$ cat config.mk
export PLATFORM = sky130hd
export DESIGN_NAME = lds_front
export DESIGN_NICKNAME = d
export VERILOG_FILES = /design/src/hw/rtl/lds_pkg.sv /design/src/hw/rtl/lds_front.sv
export SDC_FILE = /design/constraint.sdc
export NUM_CORES = 1
export LEC_CHECK = 0
export ABC_AREA = 1
export BUFFER_PORTS_ARGS = -buffer_cell sky130_fd_sc_hd__buf_2
export CORE_UTILIZATION = 40
export DETAILED_ROUTE_END_ITERATION = 8
export MAX_ROUTING_LAYER = met4
export PLACE_DENSITY_LB_ADDON = 0.15
export SETUP_SLACK_MARGIN = 0.15
export SYNTH_ARGS = -nofsm -noshare
export SYNTH_HDL_FRONTEND = slang
export SYNTH_SLANG_ARGS = --single-unit
$ cat constraint.sdc
create_clock -name i_clk -period 7.7 [get_ports i_clk]
set_input_delay 1.925 -clock i_clk [delete_from_list [all_inputs] [get_ports i_clk]]
set_output_delay 1.925 -clock i_clk [all_outputs]
set_load 0.01 [all_outputs]
$ cat src/hw/rtl/lds_pkg.sv
// Package for the lexicographic decimal sorter: shared types, constants and
// the power-of-ten table used to build sort keys. No dependencies.
`default_nettype none

package lds_pkg;

    localparam int VALUE_W  = 32;
    localparam int DIGITS_MAX = 10;
    localparam int NDIG_W   = 4;
    // 10^10 - 1 needs 34 bits
    localparam int PAD_W    = 34;
    localparam int SCALE_W  = 30;
    localparam int Q_DEPTH  = 4;
    localparam int Q_PTR_W  = 2;

    localparam logic [SCALE_W-1:0] POW10 [DIGITS_MAX] = '{
        30'd1, 30'd10, 30'd100, 30'd1000, 30'd10000, 30'd100000,
        30'd1000000, 30'd10000000, 30'd100000000, 30'd1000000000
    };

    // Sort key: value left-aligned to ten decimal digits, then digit count.
    // Padded value first, shorter string first on a tie.
    typedef struct packed {
        logic [PAD_W-1:0]  padded;
        logic [NDIG_W-1:0] ndig;
    } t_key;

    typedef struct packed {
        t_key               key;
        logic [VALUE_W-1:0] value;
        logic               last;
    } t_entry;

    typedef struct packed {
        logic [VALUE_W-1:0] sorted_value;
        logic               last_res;
        logic               dropped;
    } t_result;

    // Number of decimal digits of v, 1 to 10.
    function automatic logic [NDIG_W-1:0] digit_count(input logic [VALUE_W-1:0] v);
        logic [NDIG_W-1:0] n;
        n = NDIG_W'(1);
        for (int k = 1; k < DIGITS_MAX; k++) begin
            if ({2'b00, v} >= {4'b0000, POW10[k]}) begin
                n = n + NDIG_W'(1);
            end
        end
        return n;
    endfunction

    // 10^(10 - n) for n in 1..10.
    function automatic logic [SCALE_W-1:0] pad_scale(input logic [NDIG_W-1:0] n);
        logic [SCALE_W-1:0] s;
        unique case (n)
            4'd1:    s = POW10[9];
            4'd2:    s = POW10[8];
            4'd3:    s = POW10[7];
            4'd4:    s = POW10[6];
            4'd5:    s = POW10[5];
            4'd6:    s = POW10[4];
            4'd7:    s = POW10[3];
            4'd8:    s = POW10[2];
            4'd9:    s = POW10[1];
            default: s = POW10[0];
        endcase
        return s;
    endfunction

endpackage

`default_nettype wire

$ cat src/hw/rtl/lds_front.sv
// Front end: two-stage key builder (digit count, then scale multiply).
// Depends on lds_pkg.
`default_nettype none

module lds_front (
    input  wire logic                    i_clk,
    input  wire logic                    i_rst_n,
    input  wire logic                    i_valid,
    output logic                         o_ready,
    input  wire logic [31:0]             i_value,
    input  wire logic                    i_last,
    output logic                         o_valid,
    input  wire logic                    i_ready,
    output lds_pkg::t_entry              o_entry
);
    import lds_pkg::*;

    logic                r_s1_valid;
    logic [VALUE_W-1:0]  r_s1_value;
    logic                r_s1_last;
    logic [NDIG_W-1:0]   r_s1_ndig;
    logic                r_s2_valid;
    t_entry              r_s2_entry;

    logic                s2_load;
    logic                s1_load;
    logic [VALUE_W+SCALE_W-1:0] product;

    assign s2_load = !r_s2_valid || i_ready;
    assign s1_load = !r_s1_valid || s2_load;
    assign o_ready = s1_load;
    assign product = {{SCALE_W{1'b0}}, r_s1_value} * {{VALUE_W{1'b0}}, pad_scale(r_s1_ndig)};

    always_ff @(posedge i_clk) begin
        if (!i_rst_n) begin
            r_s1_valid <= 1'b0;
            r_s2_valid <= 1'b0;
        end else begin
            if (s1_load) begin
                r_s1_valid <= i_valid;
            end
            if (s2_load) begin
                r_s2_valid <= r_s1_valid;
            end
        end
    end

    always_ff @(posedge i_clk) begin
        if (s1_load && i_valid) begin
            r_s1_value <= i_value;
            r_s1_last  <= i_last;
            r_s1_ndig  <= digit_count(i_value);
        end
        if (s2_load && r_s1_valid) begin
            r_s2_entry.key.padded <= product[PAD_W-1:0];
            r_s2_entry.key.ndig   <= r_s1_ndig;
            r_s2_entry.value      <= r_s1_value;
            r_s2_entry.last       <= r_s1_last;
        end
    end

    assign o_valid = r_s2_valid;
    assign o_entry = r_s2_entry;

endmodule

`default_nettype wire

==> metrics.cfg <==
[synthesis]
yosysMostFrequentCell=inv_1
async_flop_share=0
synth_top_cell_by_area=fa_1
synthCells=2865
syn-mean-instance-area_um2=8.25
ys_top_cells_by_area=fa_1, inv_1, edfxtp_1
yosys_warnings=0
ys_seq_elements=133
mappedNetlistArea_mm2=0.0236
synthFlopType=edfxtp_1
synth_nets=3497
synth_edf_count=108
seq_area_frac_synth=0.158
ys_types=44
ys_top_cells_by_count=inv_1, nand2_1, fa_1, ha_1, edfxtp_1
synth_top_area_share=0.386

[timing]
rsz0062_at_grt=no
skew_ps=15.9
slew_headroom=0.310
fmax_ghz=0.138
setup_viol=0
setup_ws_ps=458
tightest_slew_ps=1030
final_hold_viol_count=0
slew_violations=0
period_needed_ps=7240
setup_tns_ps=0
finalCritPeriodShare=0.941

[placed_design]
dp_hpwl_mm=56.1
finalWeightedCongestion=0.938
preCtsSetupSlack_ps=340
io_buffers=109

[global_routing]
grt_max_degree=42
grt_overflow=0
grt_pass1_vias=19100
gr-usage-all-layers=0.242
grt_pass1_wl_mm=106
antenna_found_initial=0

[worst_setup_path]
critical-path-slowest-cell=edfxtp_1
worstSetupStartpointType=register
cp_data_required_time_ps=7910
cp.arrival_ps=7450
cp_top_family=adder cells
path_common_cell=fa_1
max_stage_delay_ps=920
worstSetupEndpointType=register
critPathBufInv=6
critPathKind=register to register
path_max_fanout=14
path_cells=buf_4 -> nand2_1 -> inv_1 -> fa_1 -> fa_1 -> fa_1 -> inv_1 -> fa_1 -> inv_1 -> fa_1 -> fa_1 -> fa_1 -> inv_1 -> fa_1 -> inv_1 -> ha_1 -> nand2_1 -> nor2_1 -> nand2_1 -> o211ai_1 -> a21oi_1 -> o21ai_0 -> xor2_1

[route]
drcViolationCount=0
avgViaCountPerCell=4.68
antenna_left=0
wire_per_inst_um=17.7
drt_iter0_drc=993
wirelength_mm=66.5
vias=17600
dr.pass1.iters=5

[flow_run]
maxCapViolations=0

[pwr]
combPwrFrac=0.690
power.density_mw_per_mm2=246
power.leakage_nw=15.3
power_frac_clock=0.138
switching_share=0.500
p_sw_mw=3.22
power_mw=6.44
p_int_mw=3.22
ir_drop_mv=0.357
power_frac_seq=0.172

[clock_network]
cts_sinks=133
clkTransAtPathRegs_ps=70
clockBufferDepth=2
hold_buffers=0
clk_latency_ps=470
cts_made_buffers=17
cts_tree=done
htree_levels=4
root_buffer=clkbuf_16

[layout]
layout.nets=3617
drive_gt1_frac=0.103
n_fill_cell=5731
synthToLayoutAreaGrowth_pct=10.7
antenna_cells=0

[floorplan]
start_util=0.407
die-area_mm2=0.0601
die_h_um=245
ios=110
core_mm2=0.0580
rows=88
fp.dieW_um=245

[run_status]
status=complete, no violations

[hold_path]
hp-class=register to register

power groups by stage:
stage / Combinational, mW / Clock, mW / Sequential [mW]
final: 4.45 / 0.888 / 1.11
after global routing: 5.05 / 0.933 / 1.12
after CTS: 4.49 / 0.910 / 1.12
after detailed placement: 4.46 / 0 / 1.13
after global placement: 4.47 / 0 / 1.13
after floorplan: 2.99 / 0 / 1.12
cell usage in the layout (no fill, tap or decap), types with 4 or more instances in the layout:
cell	count
inv_1	942
nand2_1	676
fa_1	456
ha_1	139
buf_2	109
edfxtp_1	108
buf_4	88
nor2_1	79
xor2_1	50
nand3_1	46
a21oi_1	41
xnor2_1	38
o21ai_0	29
nand2_2	24
dfxtp_1	19
clkbuf_16	17
nor2_2	16
inv_2	12
a31oi_1	10
nand4_1	8
nand3_2	7
o21bai_1	7
nor3_1	6
dfxtp_2	6
o211ai_1	5
inv_6	5
nor2_4	4
o221ai_1	4
inv_8	4
buf_12	4
metrics by stage:
stage / hold slack [ps] / utilization / area, um^2 / cells
after floorplan: 400 / - / 23600 / 2865
after global placement: 405 / 0.437 / 25400 / 3714
after detailed placement: 405 / 0.437 / 25400 / 3714
after CTS: 417 / 0.448 / 26000 / 3746
after global routing: 426 / 0.451 / 26200 / 3763
final: 414 / 0.451 / 26200 / 3763
final cells by class:
| class | count | area (um^2) | share of cell area |
|---|---|---|---|
| Timing Repair Buffer | 204 | 1320 | 0.0506 |
| Inverter | 957 | 3590 | 0.137 |
| Multi-Input combinational cell | 1672 | 15900 | 0.608 |
| Tap cell | 765 | 957 | 0.0366 |
| Clock inverter | 14 | 181 | 0.00694 |
| Clock buffer | 18 | 439 | 0.0168 |
| Sequential cell | 133 | 3750 | 0.143 |
final timing paths:
| check | from | endpoint | slack, ps | cells after the start |
|---|---|---|---|---|
| setup reg to reg | r_s1_value[18] | o_entry[65] | 460 | 23 |
| setup / recovery | r_s1_value[18] | o_entry[65] | 460 | 23 |
| hold / removal | r_s1_last | o_entry[0] | 410 | 0 |
| hold reg to reg | r_s1_last | o_entry[0] | 410 | 0 |
what timing repair did:
action,4_1_cts,5_1_grt
setup buffers,0,17
gates resized for setup,0,14
endpoints found under the hold margin,0,0
setup endpoints to repair,0,9
logic make-up (layout without fill, tap and decap cells):
family                   Yosys count  after routing  share of synthesized area
flip-flops                       133            133                      0.158
adder cells (fa/ha/maj)          595            595                      0.460
buffers and inverters           1060           1193                      0.169
XOR/XNOR                          88             88                     0.0326
AO/OA/AOI/OAI                    110            110                     0.0271
AND/OR/NAND/NOR                  879            879                      0.153
routing by layer:
| metal | track usage | share of wire | up-vias |
|---|---|---|---|
| met1 | 0.310 | 0.45 | 8834 |
| met5 | - | 0 | - |
| met3 | 0.0242 | 0.035 | 99 |
| li1 | - | - | 8287 |
| met4 | 0.0688 | 0.024 | 0 |
| met2 | 0.408 | 0.49 | 408 |
No activity file was read; power rests on OpenSTA's default activity.
