$ cat src/hw/rtl/lds_pkg.sv
// Package for the lexicographic decimal sorter: shared types, constants and
// the power-of-ten table used to build sort keys. No dependencies.
`default_nettype none

package lds_pkg;

    localparam int VALUE_W  = 32;
    localparam int DIGITS_MAX = 10;
    localparam int NDIG_W   = 4;
    // 10^10 - 1 needs 34 bits
    localparam int PAD_W    = 34;
    localparam int SCALE_W  = 30;
    localparam int Q_DEPTH  = 4;
    localparam int Q_PTR_W  = 2;

    localparam logic [SCALE_W-1:0] POW10 [DIGITS_MAX] = '{
        30'd1, 30'd10, 30'd100, 30'd1000, 30'd10000, 30'd100000,
        30'd1000000, 30'd10000000, 30'd100000000, 30'd1000000000
    };

    // Sort key: value left-aligned to ten decimal digits, then digit count.
    // Padded value first, shorter string first on a tie.
    typedef struct packed {
        logic [PAD_W-1:0]  padded;
        logic [NDIG_W-1:0] ndig;
    } t_key;

    typedef struct packed {
        t_key               key;
        logic [VALUE_W-1:0] value;
        logic               last;
    } t_entry;

    typedef struct packed {
        logic [VALUE_W-1:0] sorted_value;
        logic               last_res;
        logic               dropped;
    } t_result;

    // Number of decimal digits of v, 1 to 10.
    function automatic logic [NDIG_W-1:0] digit_count(input logic [VALUE_W-1:0] v);
        logic [NDIG_W-1:0] n;
        n = NDIG_W'(1);
        for (int k = 1; k < DIGITS_MAX; k++) begin
            if ({2'b00, v} >= {4'b0000, POW10[k]}) begin
                n = n + NDIG_W'(1);
            end
        end
        return n;
    endfunction

    // 10^(10 - n) for n in 1..10.
    function automatic logic [SCALE_W-1:0] pad_scale(input logic [NDIG_W-1:0] n);
        logic [SCALE_W-1:0] s;
        unique case (n)
            4'd1:    s = POW10[9];
            4'd2:    s = POW10[8];
            4'd3:    s = POW10[7];
            4'd4:    s = POW10[6];
            4'd5:    s = POW10[5];
            4'd6:    s = POW10[4];
            4'd7:    s = POW10[3];
            4'd8:    s = POW10[2];
            4'd9:    s = POW10[1];
            default: s = POW10[0];
        endcase
        return s;
    endfunction

endpackage

`default_nettype wire

$ cat src/hw/rtl/lds_queue.sv
// Short FIFO of keyed entries between front and back.
// Depends on lds_pkg.
`default_nettype none

module lds_queue (
    input  wire logic            i_clk,
    input  wire logic            i_rst_n,
    input  wire logic            i_valid,
    output logic                 o_ready,
    input  wire lds_pkg::t_entry i_entry,
    output logic                 o_valid,
    input  wire logic            i_ready,
    output lds_pkg::t_entry      o_entry
);
    import lds_pkg::*;

    localparam int CNT_W = Q_PTR_W + 1;

    t_entry             r_mem [Q_DEPTH];
    logic [Q_PTR_W-1:0] r_wr_ptr;
    logic [Q_PTR_W-1:0] r_rd_ptr;
    logic [CNT_W-1:0]   r_fill;
    logic               push;
    logic               pop;

    assign o_ready = (r_fill != CNT_W'(Q_DEPTH));
    assign o_valid = (r_fill != '0);
    assign push    = i_valid && o_ready;
    assign pop     = o_valid && i_ready;
    assign o_entry = r_mem[r_rd_ptr];

    always_ff @(posedge i_clk) begin
        if (!i_rst_n) begin
            r_wr_ptr <= '0;
            r_rd_ptr <= '0;
            r_fill   <= '0;
        end else begin
            if (push) begin
                r_wr_ptr <= r_wr_ptr + Q_PTR_W'(1);
            end
            if (pop) begin
                r_rd_ptr <= r_rd_ptr + Q_PTR_W'(1);
            end
            unique case ({push, pop})
                2'b10:   r_fill <= r_fill + CNT_W'(1);
                2'b01:   r_fill <= r_fill - CNT_W'(1);
                default: r_fill <= r_fill;
            endcase
        end
    end

    always_ff @(posedge i_clk) begin
        if (push) begin
            r_mem[r_wr_ptr] <= i_entry;
        end
    end

endmodule

`default_nettype wire

$ cat config.mk
export PLATFORM = sky130hd
export DESIGN_NAME = lds_queue
export DESIGN_NICKNAME = d
export VERILOG_FILES = /design/src/hw/rtl/lds_pkg.sv /design/src/hw/rtl/lds_queue.sv
export SDC_FILE = /design/constraint.sdc
export NUM_CORES = 1
export LEC_CHECK = 0
export BUFFER_PORTS_ARGS = -buffer_cell sky130_fd_sc_hd__buf_4
export CAP_MARGIN = 10
export CORE_MARGIN = 4
export CORE_UTILIZATION = 50
export DETAILED_ROUTE_END_ITERATION = 10
export PLACE_DENSITY = 0.74
export SYNTH_ARGS = -nofsm -noshare
export SYNTH_HDL_FRONTEND = slang
export SYNTH_SLANG_ARGS = --single-unit
$ cat constraint.sdc
create_clock -name i_clk -period 3.42 [get_ports i_clk]
set_clock_uncertainty 0.15 [all_clocks]
set_input_delay 0.342 -clock i_clk [delete_from_list [all_inputs] [get_ports i_clk]]
set_output_delay 0.342 -clock i_clk [all_outputs]
set_load 0.01 [all_outputs]
==> metrics.md <==
| Metric | Value |
|---|---|
| TritonCTS Buffers | `29` |
| Largest net degree at the start of global routing | `42` |
| Tmin final | `2820 ps` |
| CTS tree | `done` |
| Logic pwr share | `24.0%` |
| Adder-Cell Fraction of Synth Area | `0.764%` |
| CTS resizes | `0` |
| Slew @ Worst Pin | `605 ps` |
| CTS clk-pin slew, worst paths | `60 ps` |
| MaxCap Viol Count | `0` |
| Area after DPL | `12,200 sq um` |
| Die height | `155 um` |
| Fmax | `355 MHz` |
| Synth Net Count | `504` |
| Switch share | `25.1%` |
| Overall power | `9.95 mW` |
| WHS Path Cells | `4` |
| Reg-to-Reg Start | `r_fill[0]` |
| Most frequent cell after synthesis | `edfxtp_1` |
| Unrepaired setup endpoints after global routing | `no` |
| Finished Cell Area | `13,900 sq um` |
| Core Region | `21,200 sq um` |
| H-tree Lvls | `1` |
| Buffers from clock root to sink, at most | `3` |
| #FFs+latches synth | `293` |
| Hold path startpoint | `i_ready` |
| FP Rows | `53` |
| Crit Path Category | `reg -> out` |
| Initial antenna violation count | `1` |
| Synth area leaders | `edfxtp_1 (79%), mux4_2 (15%), dfxtp_1 (1.7%)` |
| Status | `finished clean` |
| Sequential fraction of the synthesis area | `80.6%` |
| FFs w/ async S/R, synth | `0%` |
| Final Setup Violations | `0` |
| Clock share of power | `30.4%` |
| # IOs | `148` |
| CP Capture Type | `output port` |
| Vias in the first global route | `5,580` |
| Total Routing Usage GR | `16.7%` |
| Final setup TNS | `0 ps` |
| Cell variety after synth | `25` |
| Wire per inst | `20.9 um` |
| XOR/XNOR share of the synthesized area | `0.324%` |
| Share of cells above drive strength 1 | `39.8%` |
| Lkg Pwr | `4.72 nW` |
| Mapped cell area | `10,800 sq um` |
| Grt met1 use | `22.9%` |
| Placer Congestion | `0.706` |
| Slew Limit Headroom | `59.7%` |
| Largest family of logic cells by synthesized area | `multiplexers` |
| ANT nets after route | `0` |
| Reg2Reg Depth | `9` |
| Critical Path RT | `2930 ps` |
| WP data arrival | `2330 ps` |
| Synth Area in Compound Gates | `0.428%` |
| Syn-to-layout area delta | `28.3%` |
| Share of power burned in registers | `45.6%` |
| Global-route wire length before repair | `31,300 um` |
| Main synth FF type | `edfxtp_1` |
| Post-Syn Instances | `423` |
| Met3 Use GR | `3.87%` |
| CP cell instances | `buf_12 -> mux4_1 -> buf_4` |
| CP max stage delay | `690 ps` |
| Die Area | `24,000 sq um` |
| PD cells | `718 nW/um^2` |
| Post-synth EDFFs | `284` |
| Clock Latency Late Sink | `520 ps` |
| Starting Density | `51.1%` |
| Hold slack | `156 ps` |
| Vias per inst | `5.33` |
| Synth top area share | `78.9%` |
| Initial DRC count | `260` |
| Hold Fails Final Rpt | `0` |
| Port bufs | `147` |
| Fin util | `65.5%` |
| Multiplexer share of the synthesized area | `15.0%` |
| Hpwl dp | `12,200 um` |
| Remaining Overflow, GRT | `0` |
| CP max FO | `27` |
| Grt met2 use | `28.2%` |
| Hold Crit Class | `in -> reg` |
| Fin crit share | `82.5%` |
| Leading area contributor after synthesis | `edfxtp_1` |
| Maximum VDD drop | `0.000529 V` |
| Critical path's slowest cell | `dfxtp_4` |
| Slew Limit Fails | `0` |
| Clock sinks | `293` |
| GR peak layer | `met2` |
| Post-CTS Setup Inserts | `0` |
| Internal power | `7.45 mW` |
| Post-Synth Simple-Gate Area | `0.880%` |
| Routed wire length | `20,200 um` |
| Net Sw Power | `2.50 mW` |
| Fin nets | `749` |
| Via Count | `5,139` |
| Worst setup SP type | `flop` |
| DRC | `0` |
| Ys Warns | `0` |
| Synth Area per Inst | `25.5 sq um` |
| Pre-antenna DRT Iters | `4` |
| CTS root buffer | `clkbuf_16` |
| Top post-synthesis cells by count | `edfxtp_1 (284), mux4_2 (70), dfxtp_1 (9)` |
| Chip Width | `155 um` |
| Antenna fix cells | `0` |
==> worst paths after layout <==
kind	endpoint	slack, ps
worst max-delay path	o_entry[68]	600
worst min-delay path	flop	160
worst max register to register	r_fill[2]	1120
worst min register to register	r_wr_ptr[1]	360
==> state kept, by name, summed over array words and instances, names as in the netlist, named ones only <==
name / count
r_mem: 284
r_fill: 3
r_rd_ptr: 2
r_wr_ptr: 2
==> power by group through the flow <==
stage / registers [mW] / logic (mW) / clock network [mW]
6_report: 4.54 / 2.39 / 3.03
5_1_grt: 4.58 / 2.57 / 3.24
4_1_cts: 4.55 / 2.44 / 3.08
3_5_place_dp: 4.62 / 2.36 / 0
3_3_place_gp: 4.59 / 2.34 / 0
2_1_floorplan: 4.48 / 1.59 / 0
==> critical path, delay by kind of cell (launching register included) <==
| family | cells | cell delay (ps) |
|---|---|---|
| buffers and inverters | 2 | 480 |
| muxes | 1 | 590 |
| DFF | 1 | 690 |
==> metrics by stage <==
step	cells	setup WS, ps
2_1_floorplan	423	393
3_3_place_gp	840	1100
3_5_place_dp	840	1070
4_1_cts	964	517
5_1_grt	964	413
6_report	964	600
==> per-layer routing <==
layer	wire length, um	share of wire [%]
met5	13	0.064
met2	10200	50
met4	366	1.8
met1	8150	40
met3	1460	7.2
==> final cells by class <==
class	count	area [sq um]
Sequential cell	293	8720
Fill cell	1326	7290
Timing Repair Buffer	231	1980
Multi-Input combinational cell	107	1890
Clock buffer	35	748
Tap cell	275	344
Clock inverter	17	163
Inverter	6	22.5
==> layout by cell type (no fill, tap or decap), types with 2 or more instances in the layout <==
cell             n
and2_4           4
clkinv_1         8
nor2b_1          2
bufinv_16        3
buf_4          154
inv_1            6
or3_1            2
mux2i_1          2
ha_1             5
and2_1           3
edfxtp_1       284
nand2_1          6
dlygate4sd3_1   72
buf_12           5
dfxtp_1          7
xnor2_1          3
clkinv_2         3
mux4_2          70
clkbuf_1         6
clkbuf_16       29
o21ai_0          2
dfxtp_4          2
==> repair_timing <==
action,4_1_cts,5_1_grt
hold endpoints to repair,293,0
hold buffers,72,0
endpoints found under the setup margin,0,0
==> cells by family (layout without fill, tap and decap cells) <==
group	count (synthesis)	count (layout)
AO/OA/AOI/OAI	6	6
buffers and inverters	23	289
flip-flops	293	293
XOR/XNOR	4	4
multiplexers	73	73
AND/OR/NAND/NOR	18	18
adder cells (fa/ha/maj)	6	6
No activity file was read; power rests on OpenSTA's default activity.
